===== src/rtl/stt_pkg.sv =====
// Shared types and constants for the session table with TTL aging.
// Used by session_table_ttl; no other dependencies.

package stt_pkg;

   localparam int KEY_W  = 64;
   localparam int TIME_W = 48;
   localparam int TTL_W  = 32;
   localparam int ROLE_W = 2;
   localparam int TAG_W  = 32;
   localparam int KIND_W = 3;

   localparam logic [TTL_W-1:0] TTL_RESET = TTL_W'(3600);

   // Request kinds carried on req_tuser.
   localparam logic [KIND_W-1:0] REQ_STORE    = 3'd0;
   localparam logic [KIND_W-1:0] REQ_VALIDATE = 3'd1;
   localparam logic [KIND_W-1:0] REQ_REMOVE   = 3'd2;
   localparam logic [KIND_W-1:0] REQ_CLEAR    = 3'd3;
   localparam logic [KIND_W-1:0] REQ_TICK     = 3'd4;

   typedef struct packed {
      logic [KEY_W-1:0]  key_high;
      logic [KEY_W-1:0]  key_low;
      logic [TIME_W-1:0] expiry;
      logic [ROLE_W-1:0] role;
      logic [TAG_W-1:0]  user;
   } entry_type;

   localparam int ENTRY_W = $bits(entry_type);

   typedef enum logic [1:0] {
      ST_IDLE = 2'b01,
      ST_SCAN = 2'b10
   } state_type;

endpackage


===== src/rtl/session_table_ttl.sv =====
// Top level of the session table: keyed entries with time-to-live aging.
// Depends on stt_pkg (types, constants) and stt_ram (entry storage).

// A store, validate or remove with a nonzero token scans the table one entry
// per cycle through the single read port of the entry RAM and one shared key
// and expiry comparator. Each entry is judged in the cycle after its RAM read,
// and the response is loaded into the output register when the judged entry
// ends the scan. The scan stops at the first match. Clear, tick, an all-zero
// token and unused kinds load their response at the accepting edge, so it is
// presented in the next cycle. While a scan runs, req_tready is low. A new
// request is accepted once the output register is empty or being emptied in
// the same cycle. Live bits sit in flip-flops and reset clears them at once,
// so no clearing pass is needed after reset.

module session_table_ttl #(
   parameter int SESSION_ENTRIES = 8
) (
   input  logic         clock,
   input  logic         reset,
   // Request: token_high [63:0], token_low [127:64], new_role [129:128],
   // user_tag [161:130], zero fill [167:162].
   input  logic         req_tvalid,
   output logic         req_tready,
   input  logic [167:0] req_tdata,
   // Request kind: req_type [2:0].
   input  logic [2:0]   req_tuser,
   // Response: success [0], session_role [2:1], out_user_tag [34:3],
   // zero fill [39:35].
   output logic         rsp_tvalid,
   input  logic         rsp_tready,
   output logic [39:0]  rsp_tdata,
   input  logic         csr_we,
   input  logic [31:0]  csr_wdata
);

   localparam int IDX_W = (SESSION_ENTRIES > 1) ? $clog2(SESSION_ENTRIES) : 1;
   localparam int CNT_W = $clog2(SESSION_ENTRIES + 1);
   localparam logic [IDX_W-1:0] LAST_IDX = IDX_W'(SESSION_ENTRIES - 1);

   // Configuration and time.
   logic [stt_pkg::TTL_W-1:0]  ttl_ff;
   logic [stt_pkg::TIME_W-1:0] time_ff, time_in;

   // Sequencer.
   stt_pkg::state_type state_ff, state_in;
   logic [CNT_W-1:0]   rd_cnt_ff, rd_cnt_in;
   logic               chk_vld_ff, chk_vld_in;
   logic [IDX_W-1:0]   chk_idx_ff, chk_idx_in;
   logic               slot_vld_ff, slot_vld_in;
   logic [IDX_W-1:0]   slot_ff, slot_in;
   logic [SESSION_ENTRIES-1:0] live_ff, live_in;

   // Latched request.
   logic [stt_pkg::KIND_W-1:0] op_ff;
   logic [stt_pkg::KEY_W-1:0]  kh_ff, kl_ff;
   logic [stt_pkg::ROLE_W-1:0] role_ff;
   logic [stt_pkg::TAG_W-1:0]  tag_ff;
   logic [stt_pkg::TIME_W-1:0] exp_ff;

   // Output register.
   logic                       rsp_valid_ff, rsp_valid_in;
   logic                       rsp_ok_ff, rsp_ok_in;
   logic [stt_pkg::ROLE_W-1:0] rsp_role_ff, rsp_role_in;
   logic [stt_pkg::TAG_W-1:0]  rsp_tag_ff, rsp_tag_in;
   logic                       rsp_load;

   // Request fields.
   logic [stt_pkg::KEY_W-1:0]  req_kh, req_kl;
   logic [stt_pkg::ROLE_W-1:0] req_role;
   logic [stt_pkg::TAG_W-1:0]  req_tag;
   logic                       req_fire, req_zero_key, req_scan;
   logic [stt_pkg::TIME_W:0]   exp_sum;
   logic [stt_pkg::TIME_W-1:0] exp_new;

   // Entry RAM.
   logic                         ram_we, ram_re;
   logic [IDX_W-1:0]             ram_waddr;
   stt_pkg::entry_type           ram_wdata, ent;
   logic [stt_pkg::ENTRY_W-1:0]  ram_rdata;

   // Scan evaluation.
   logic live_cur, key_match, expired, last, scan_done, live_clr, take_free;
   logic rsp_ok_scan;
   logic [stt_pkg::ROLE_W-1:0] rsp_role_scan;
   logic [stt_pkg::TAG_W-1:0]  rsp_tag_scan;

   assign req_kh   = req_tdata[63:0];
   assign req_kl   = req_tdata[127:64];
   assign req_role = req_tdata[129:128];
   assign req_tag  = req_tdata[161:130];

   assign req_tready   = (state_ff == stt_pkg::ST_IDLE) && (!rsp_valid_ff || rsp_tready);
   assign req_fire     = req_tvalid && req_tready;
   assign req_zero_key = (req_kh == '0) && (req_kl == '0);
   assign req_scan     = !req_zero_key && ((req_tuser == stt_pkg::REQ_STORE)
                         || (req_tuser == stt_pkg::REQ_VALIDATE)
                         || (req_tuser == stt_pkg::REQ_REMOVE));

   // Saturating expiry, computed once per request.
   assign exp_sum = {1'b0, time_ff} + (stt_pkg::TIME_W + 1)'(ttl_ff);
   assign exp_new = exp_sum[stt_pkg::TIME_W] ? '1 : exp_sum[stt_pkg::TIME_W-1:0];

   assign ram_re = (state_ff == stt_pkg::ST_SCAN) && (rd_cnt_ff < CNT_W'(SESSION_ENTRIES));

   stt_ram #(
      .WIDTH(stt_pkg::ENTRY_W),
      .DEPTH(SESSION_ENTRIES)
   ) u_ram (
      .clock   (clock),
      .wr_en   (ram_we),
      .wr_addr (ram_waddr),
      .wr_data (ram_wdata),
      .rd_en   (ram_re),
      .rd_addr (rd_cnt_ff[IDX_W-1:0]),
      .rd_data (ram_rdata)
   );

   assign ent       = stt_pkg::entry_type'(ram_rdata);
   assign live_cur  = live_ff[chk_idx_ff];
   assign key_match = (ent.key_high == kh_ff) && (ent.key_low == kl_ff);
   assign expired   = ent.expiry < time_ff;
   assign last      = chk_idx_ff == LAST_IDX;

   // One entry is judged per cycle; the data belongs to chk_idx_ff.
   always_comb begin
      scan_done     = 1'b0;
      live_clr      = 1'b0;
      take_free     = 1'b0;
      ram_we        = 1'b0;
      ram_waddr     = chk_idx_ff;
      ram_wdata     = '{key_high: kh_ff, key_low: kl_ff, expiry: exp_ff,
                        role: role_ff, user: tag_ff};
      rsp_ok_scan   = 1'b0;
      rsp_role_scan = '0;
      rsp_tag_scan  = '0;
      slot_vld_in   = slot_vld_ff;
      slot_in       = slot_ff;
      if ((state_ff == stt_pkg::ST_SCAN) && chk_vld_ff) begin
         priority if (op_ff == stt_pkg::REQ_STORE) begin
            if (live_cur && key_match) begin
               scan_done   = 1'b1;
               ram_we      = 1'b1;
               rsp_ok_scan = 1'b1;
            end else begin
               // The last free or expired slot in scan order wins.
               take_free = !live_cur || expired;
               if (take_free) begin
                  slot_vld_in = 1'b1;
                  slot_in     = chk_idx_ff;
               end
               if (last) begin
                  scan_done = 1'b1;
                  if (take_free) begin
                     ram_we      = 1'b1;
                     rsp_ok_scan = 1'b1;
                  end else if (slot_vld_ff) begin
                     ram_we      = 1'b1;
                     ram_waddr   = slot_ff;
                     rsp_ok_scan = 1'b1;
                  end
               end
            end
         end else if (op_ff == stt_pkg::REQ_VALIDATE) begin
            if (live_cur && expired) begin
               live_clr = 1'b1;
            end else if (live_cur && key_match) begin
               scan_done        = 1'b1;
               ram_we           = 1'b1;
               ram_wdata        = ent;
               ram_wdata.expiry = exp_ff;
               rsp_ok_scan      = 1'b1;
               rsp_role_scan    = ent.role;
               rsp_tag_scan     = ent.user;
            end
            if (last) begin
               scan_done = 1'b1;
            end
         end else begin
            if (live_cur && key_match) begin
               scan_done   = 1'b1;
               live_clr    = 1'b1;
               rsp_ok_scan = 1'b1;
            end
            if (last) begin
               scan_done = 1'b1;
            end
         end
      end
   end

   always_comb begin
      state_in   = state_ff;
      rd_cnt_in  = rd_cnt_ff;
      chk_vld_in = chk_vld_ff;
      chk_idx_in = chk_idx_ff;
      time_in    = time_ff;
      live_in    = live_ff;
      rsp_load   = 1'b0;
      rsp_ok_in  = rsp_ok_ff;
      rsp_role_in = rsp_role_ff;
      rsp_tag_in = rsp_tag_ff;

      unique case (state_ff)
         stt_pkg::ST_IDLE: begin
            if (req_fire) begin
               if (req_scan) begin
                  state_in   = stt_pkg::ST_SCAN;
                  rd_cnt_in  = '0;
                  chk_vld_in = 1'b0;
               end else begin
                  // Clear, tick, empty token and unused kinds answer at once.
                  rsp_load    = 1'b1;
                  rsp_ok_in   = 1'b0;
                  rsp_role_in = '0;
                  rsp_tag_in  = '0;
                  if (req_tuser == stt_pkg::REQ_CLEAR) begin
                     live_in = '0;
                  end
                  if ((req_tuser == stt_pkg::REQ_TICK) && (time_ff != '1)) begin
                     time_in = time_ff + stt_pkg::TIME_W'(1);
                  end
               end
            end
         end
         stt_pkg::ST_SCAN: begin
            chk_vld_in = ram_re;
            chk_idx_in = rd_cnt_ff[IDX_W-1:0];
            if (ram_re) begin
               rd_cnt_in = rd_cnt_ff + CNT_W'(1);
            end
            if (live_clr) begin
               live_in[chk_idx_ff] = 1'b0;
            end
            if (ram_we) begin
               live_in[ram_waddr] = 1'b1;
            end
            if (scan_done) begin
               state_in    = stt_pkg::ST_IDLE;
               rsp_load    = 1'b1;
               rsp_ok_in   = rsp_ok_scan;
               rsp_role_in = rsp_role_scan;
               rsp_tag_in  = rsp_tag_scan;
            end
         end
         default: begin
            state_in = stt_pkg::ST_IDLE;
         end
      endcase
   end

   assign rsp_valid_in = (rsp_valid_ff && !rsp_tready) || rsp_load;

   always_ff @(posedge clock) begin
      if (reset) begin
         state_ff     <= stt_pkg::ST_IDLE;
         ttl_ff       <= stt_pkg::TTL_RESET;
         time_ff      <= '0;
         live_ff      <= '0;
         rd_cnt_ff    <= '0;
         chk_vld_ff   <= 1'b0;
         chk_idx_ff   <= '0;
         slot_vld_ff  <= 1'b0;
         slot_ff      <= '0;
         rsp_valid_ff <= 1'b0;
      end else begin
         state_ff     <= state_in;
         time_ff      <= time_in;
         live_ff      <= live_in;
         rd_cnt_ff    <= rd_cnt_in;
         chk_vld_ff   <= chk_vld_in;
         chk_idx_ff   <= chk_idx_in;
         slot_vld_ff  <= req_fire ? 1'b0 : slot_vld_in;
         slot_ff      <= slot_in;
         rsp_valid_ff <= rsp_valid_in;
         if (csr_we) begin
            ttl_ff <= csr_wdata;
         end
      end
   end

   always_ff @(posedge clock) begin
      if (req_fire) begin
         op_ff   <= req_tuser;
         kh_ff   <= req_kh;
         kl_ff   <= req_kl;
         role_ff <= req_role;
         tag_ff  <= req_tag;
         exp_ff  <= exp_new;
      end
      if (rsp_load) begin
         rsp_ok_ff   <= rsp_ok_in;
         rsp_role_ff <= rsp_role_in;
         rsp_tag_ff  <= rsp_tag_in;
      end
   end

   assign rsp_tvalid = rsp_valid_ff;
   assign rsp_tdata  = {5'b0, rsp_tag_ff, rsp_role_ff, rsp_ok_ff};

   // No new request may enter while the table is being scanned.
   a_no_accept_in_scan: assert property (@(posedge clock) disable iff (reset)
      (state_ff == stt_pkg::ST_SCAN) |-> !req_tready)
      else $error("request accepted during scan");

   // A finished scan always presents a response on the next cycle.
   a_scan_gives_rsp: assert property (@(posedge clock) disable iff (reset)
      scan_done |=> rsp_tvalid)
      else $error("scan finished without a response");

   // The entry RAM is only written by the scan sequencer.
   a_write_in_scan: assert property (@(posedge clock) disable iff (reset)
      ram_we |-> (state_ff == stt_pkg::ST_SCAN))
      else $error("entry RAM written outside a scan");

   // A clear leaves every entry free.
   a_clear_empties: assert property (@(posedge clock) disable iff (reset)
      (req_fire && (req_tuser == stt_pkg::REQ_CLEAR)) |=> (live_ff == '0))
      else $error("clear left live entries");

   // Internal time never runs backward.
   a_time_monotonic: assert property (@(posedge clock) disable iff (reset)
      !$past(reset) |-> (time_ff >= $past(time_ff)))
      else $error("time decreased");

endmodule


===== src/rtl/stt_ram.sv =====
// Generic single-port-write, single-port-read RAM with a registered read.
// Stand-alone; no package dependencies.

module stt_ram #(
   parameter int WIDTH = 8,
   parameter int DEPTH = 16,
   localparam int ADDR_W = (DEPTH > 1) ? $clog2(DEPTH) : 1
) (
   input  logic              clock,
   input  logic              wr_en,
   input  logic [ADDR_W-1:0] wr_addr,
   input  logic [WIDTH-1:0]  wr_data,
   input  logic              rd_en,
   input  logic [ADDR_W-1:0] rd_addr,
   output logic [WIDTH-1:0]  rd_data
);

   logic [WIDTH-1:0] mem_ff [DEPTH];
   logic [WIDTH-1:0] rd_data_ff;

   always_ff @(posedge clock) begin
      if (wr_en) begin
         mem_ff[wr_addr] <= wr_data;
      end
      if (rd_en) begin
         rd_data_ff <= mem_ff[rd_addr];
      end
   end

   assign rd_data = rd_data_ff;

endmodule


===== config.mk =====
export PLATFORM = sky130hd
export DESIGN_NAME = session_table_ttl
export DESIGN_NICKNAME = d
export VERILOG_FILES = /design/src/rtl/stt_pkg.sv /design/src/rtl/session_table_ttl.sv /design/src/rtl/stt_ram.sv
export SDC_FILE = /design/constraint.sdc
export NUM_CORES = 2
export LEC_CHECK = 0
export BUFFER_PORTS_ARGS = -buffer_cell sky130_fd_sc_hd__buf_2
export CAP_MARGIN = 20
export CORE_MARGIN = 2
export CORE_UTILIZATION = 24
export CTS_CLUSTER_DIAMETER = 50
export CTS_CLUSTER_SIZE = 8
export DETAILED_ROUTE_END_ITERATION = 16
export SYNTH_ARGS = -nofsm -noshare
export SYNTH_HDL_FRONTEND = slang
export SYNTH_HIERARCHICAL = 1
export SYNTH_SLANG_ARGS = --single-unit

===== constraint.sdc =====
create_clock -name clock -period 21.2 [get_ports clock]
set_input_delay 3.18 -clock clock [delete_from_list [all_inputs] [get_ports clock]]
set_output_delay 3.18 -clock clock [all_outputs]
set_load 0.02 [all_outputs]

==> flow_metrics.env <==
export IMPL_async_flop_share_pct=0
export IMPL_r2r_slack_ns=13.48
export IMPL_synth_area_leaders="edfxtp_1 (72%), mux4_1 (7.7%), mux4_2 (4.1%)"
export IMPL_p_leak_uw=0.0330
export IMPL_synthToLayoutAreaGrowth_pct=17.8
export IMPL_gr_usage_all_layers_pct=11.2
export IMPL_overflow=0
export IMPL_drt_vias_per_instance=4.43
export IMPL_finalCritPeriodShare_pct=36.4
export IMPL_rsz0062_at_grt="false"
export IMPL_synth_ff_type="edfxtp_1"
export IMPL_syn_area_per_cell_um2=20.2
export IMPL_cts_buffer_depth=4
export IMPL_ant_nets=0
export IMPL_final_min_clock_period_ns=7.72
export IMPL_place_hpwl_um=123000
export IMPL_status="complete, no violations"
export IMPL_htreeDepth=5
export IMPL_start_util_pct=24.1
export IMPL_rr_startpoint="kl_ff[59]"
export IMPL_root_buffer="clkbuf_16"
export IMPL_setup_slack_ns=13.48
export IMPL_p_per_area_mw_per_mm2=101
export IMPL_worst_pin_slew_ns=1.13
export IMPL_internal_power_uw=8220
export IMPL_cts_sinks=2241
export IMPL_fin_nets=5039
export IMPL_max_freq_mhz=130
export IMPL_crit_arrival_ns=8.13
export IMPL_wire_per_inst_um=22.1
export IMPL_first_pass_iters=5
export IMPL_drc=0
export IMPL_setup_viol_count_final=0
export IMPL_ys_ff_latch=2241
export IMPL_clk_insertion_delay_late_ns=0.89
export IMPL_critPathLaunch="kl_ff[59]"
export IMPL_gp_congestion=0.814
export IMPL_switching_share_pct=21.9
export IMPL_grt_pass1_vias=44400
export IMPL_cts_tree="yes"
export IMPL_max_vdd_ir_drop_uv=72.8
export IMPL_yosysMostFrequentCell="edfxtp_1"
export IMPL_layout_drive_gt1_share_pct=22.6
export IMPL_min_from="ttl_ff[10]"
export IMPL_start_kind="register"
export IMPL_synth_area_leader_cell="edfxtp_1"
export IMPL_die_w_um=613
export IMPL_path_clk_slew_ns=0.05
export IMPL_seq_area_mm2=0.0663
export IMPL_hold_viol=0
export IMPL_drt_iter0_markers=3613
export IMPL_ys_warn_count=6
export IMPL_wirelength_um=217000
export IMPL_ys_top_cells_by_count="edfxtp_1 (2138), mux4_1 (261), mux2_2 (213)"
export IMPL_crit_path_end_kind="register"
export IMPL_synthCells=4398
export IMPL_synth_top_area_share_pct=72.2
export IMPL_pwr_share_clk_pct=44.5
export IMPL_grt_pass1_wl_um=311000
export IMPL_placementRows=223
export IMPL_drv_cap=0
export IMPL_slew_headroom_pct=24.7
export IMPL_drv_slew=0
export IMPL_cts_resized=0
export IMPL_core_area_mm2=0.369
export IMPL_cts_buffers=331
export IMPL_grt_max_degree=131
export IMPL_fillerInstances=36300
export IMPL_cts_hold_buf=0
export IMPL_die_area_mm2=0.375
export IMPL_finClkSkew_ns=0.141
export IMPL_multi_input_area_mm2=0.0210
export IMPL_die_h_um=613
export IMPL_seqPwrFrac_pct=50.7
export IMPL_boundaryPins=250
export IMPL_final_area_mm2=0.105
export IMPL_setup_tns_ns=0
export IMPL_vias=43400
export IMPL_cp_data_required_time_ns=21.61
export IMPL_io_buffers=238
export IMPL_synth_cell_types=86
export IMPL_cts_setup_buffers=0
export IMPL_ys_seq_area_share_pct=74.5
export IMPL_antenna_found_initial=46
export IMPL_p_sw_uw=2310
export IMPL_critPathMaxFanout=48
export IMPL_preCtsSetupSlack_ns=13.33
export IMPL_p_comb_share_pct=4.9
export IMPL_hp_class="register to register"
export IMPL_place_area_mm2=0.0956
export IMPL_syn_area_mm2=0.0889
export IMPL_synth_edf_count=2138
export IMPL_path_class="register to register"
-- registers in the layout, indices dropped and copies added (netlist names), 3 cells and up --
name           cells
u_ram/rd_data    210
op_ff              3
live_ff            8
slot_ff            3
kl_ff             64
exp_ff            48
tag_ff            32
ttl_ff            32
chk_idx_ff         3
rd_cnt_ff          4
kh_ff             64
rsp_tag_ff        32
u_ram/mem_ff    1680
time_ff           48
-- kinds of logic after synthesis --
group                      after synthesis  share of synthesized area, %
adders and majority gates               84                          1.19
DFF                                   2241                          74.5
muxes                                  676                          15.0
buffers and inverters                  367                          1.99
and+or+nand+nor                        576                          3.43
AOI/OAI and AO/OA                      257                          1.97
xor gates and xnor gates               196                          1.93
other                                    1                       0.00422
-- final cells by class --
cell class	instances	area share (%)
inverter	79	0.290
antenna	2	0.00478
clock inverter	29	0.357
clock buffer	396	8.35
tap	4950	5.92
timing repair buffer	300	1.72
multi-input combinational	1794	20.1
sequential	2241	63.3
-- power groups by stage --
stage / Combinational (uW) / Sequential (uW) / Clock (uW)
after global placement: 520 / 5410 / 0
after global routing: 551 / 5360 / 4980
final: 512 / 5340 / 4680
after floorplan: 356 / 5360 / 0
after detailed placement: 524 / 5420 / 0
after CTS: 526 / 5340 / 4800
-- final timing paths --
kind,end,cells after the start
setup / recovery,u_ram/mem_ff[6][209],14
hold / removal,ttl_ff[10],2
setup reg to reg,u_ram/mem_ff[6][209],14
hold reg to reg,ttl_ff[10],2
-- metrics by stage --
| step | hold WS (ns) | std cells | util (%) | total power [uW] |
|---|---|---|---|---|
| after CTS | 0.492 | 9788 | 28.4 | 10700 |
| after floorplan | 0.449 | 4402 | - | 5710 |
| after global routing | 0.518 | 9790 | 28.4 | 10900 |
| after detailed placement | 0.479 | 9363 | 25.9 | 5950 |
| final | 0.488 | 9791 | 28.4 | 10500 |
| after global placement | 0.481 | 9363 | 25.9 | 5930 |
-- cells in the final DEF, fill, tap and decap left out, types with 6 or more instances in the layout --
master / n
a21o_1: 55
a21oi_1: 62
a311oi_1: 7
and2_1: 43
and3_1: 11
and4_1: 9
buf_12: 11
buf_2: 237
buf_4: 52
clkbuf_1: 53
clkbuf_16: 339
clkinv_8: 6
dfxtp_1: 100
edfxtp_1: 2138
ha_1: 83
inv_1: 77
mux2_2: 213
mux2i_1: 41
mux4_1: 261
mux4_2: 161
nand2_1: 115
nand2b_1: 13
nand3_1: 36
nand4_1: 58
nand4b_1: 6
nor2_1: 133
nor2_4: 6
nor2b_1: 9
nor3_1: 25
nor4_1: 57
o21a_1: 8
o21ai_0: 44
o21bai_1: 8
or3_1: 9
or4_1: 7
xnor2_1: 140
xor2_1: 56
-- metal layers --
layer  GRT usage, %  vias to the layer above  part of all wire (%)  wire length (um)
met3           1.92                      376                   5.7             12300
met1           15.0                    23000                    43             93400
met2           19.0                     1521                    49            106000
li1               -                    18600                     -                 -
met4           2.54                        2                   2.2              4740
met5              0                        -                0.0055                12
-- critical path, stage by stage, from the launching register on --
cell      delay, ns
edfxtp_1       0.50
xnor2_1        0.45
nor4bb_1       0.60
nand4_1        0.22
or4_1          0.62
nor4b_4        0.71
nor2_2         0.20
nand2_1        0.14
o31a_1         0.28
nand2b_1       0.19
nor2_4         0.11
buf_4          0.77
buf_4          0.75
buf_4          0.76
buf_4          0.78
Power figures use the tool's default switching activity.
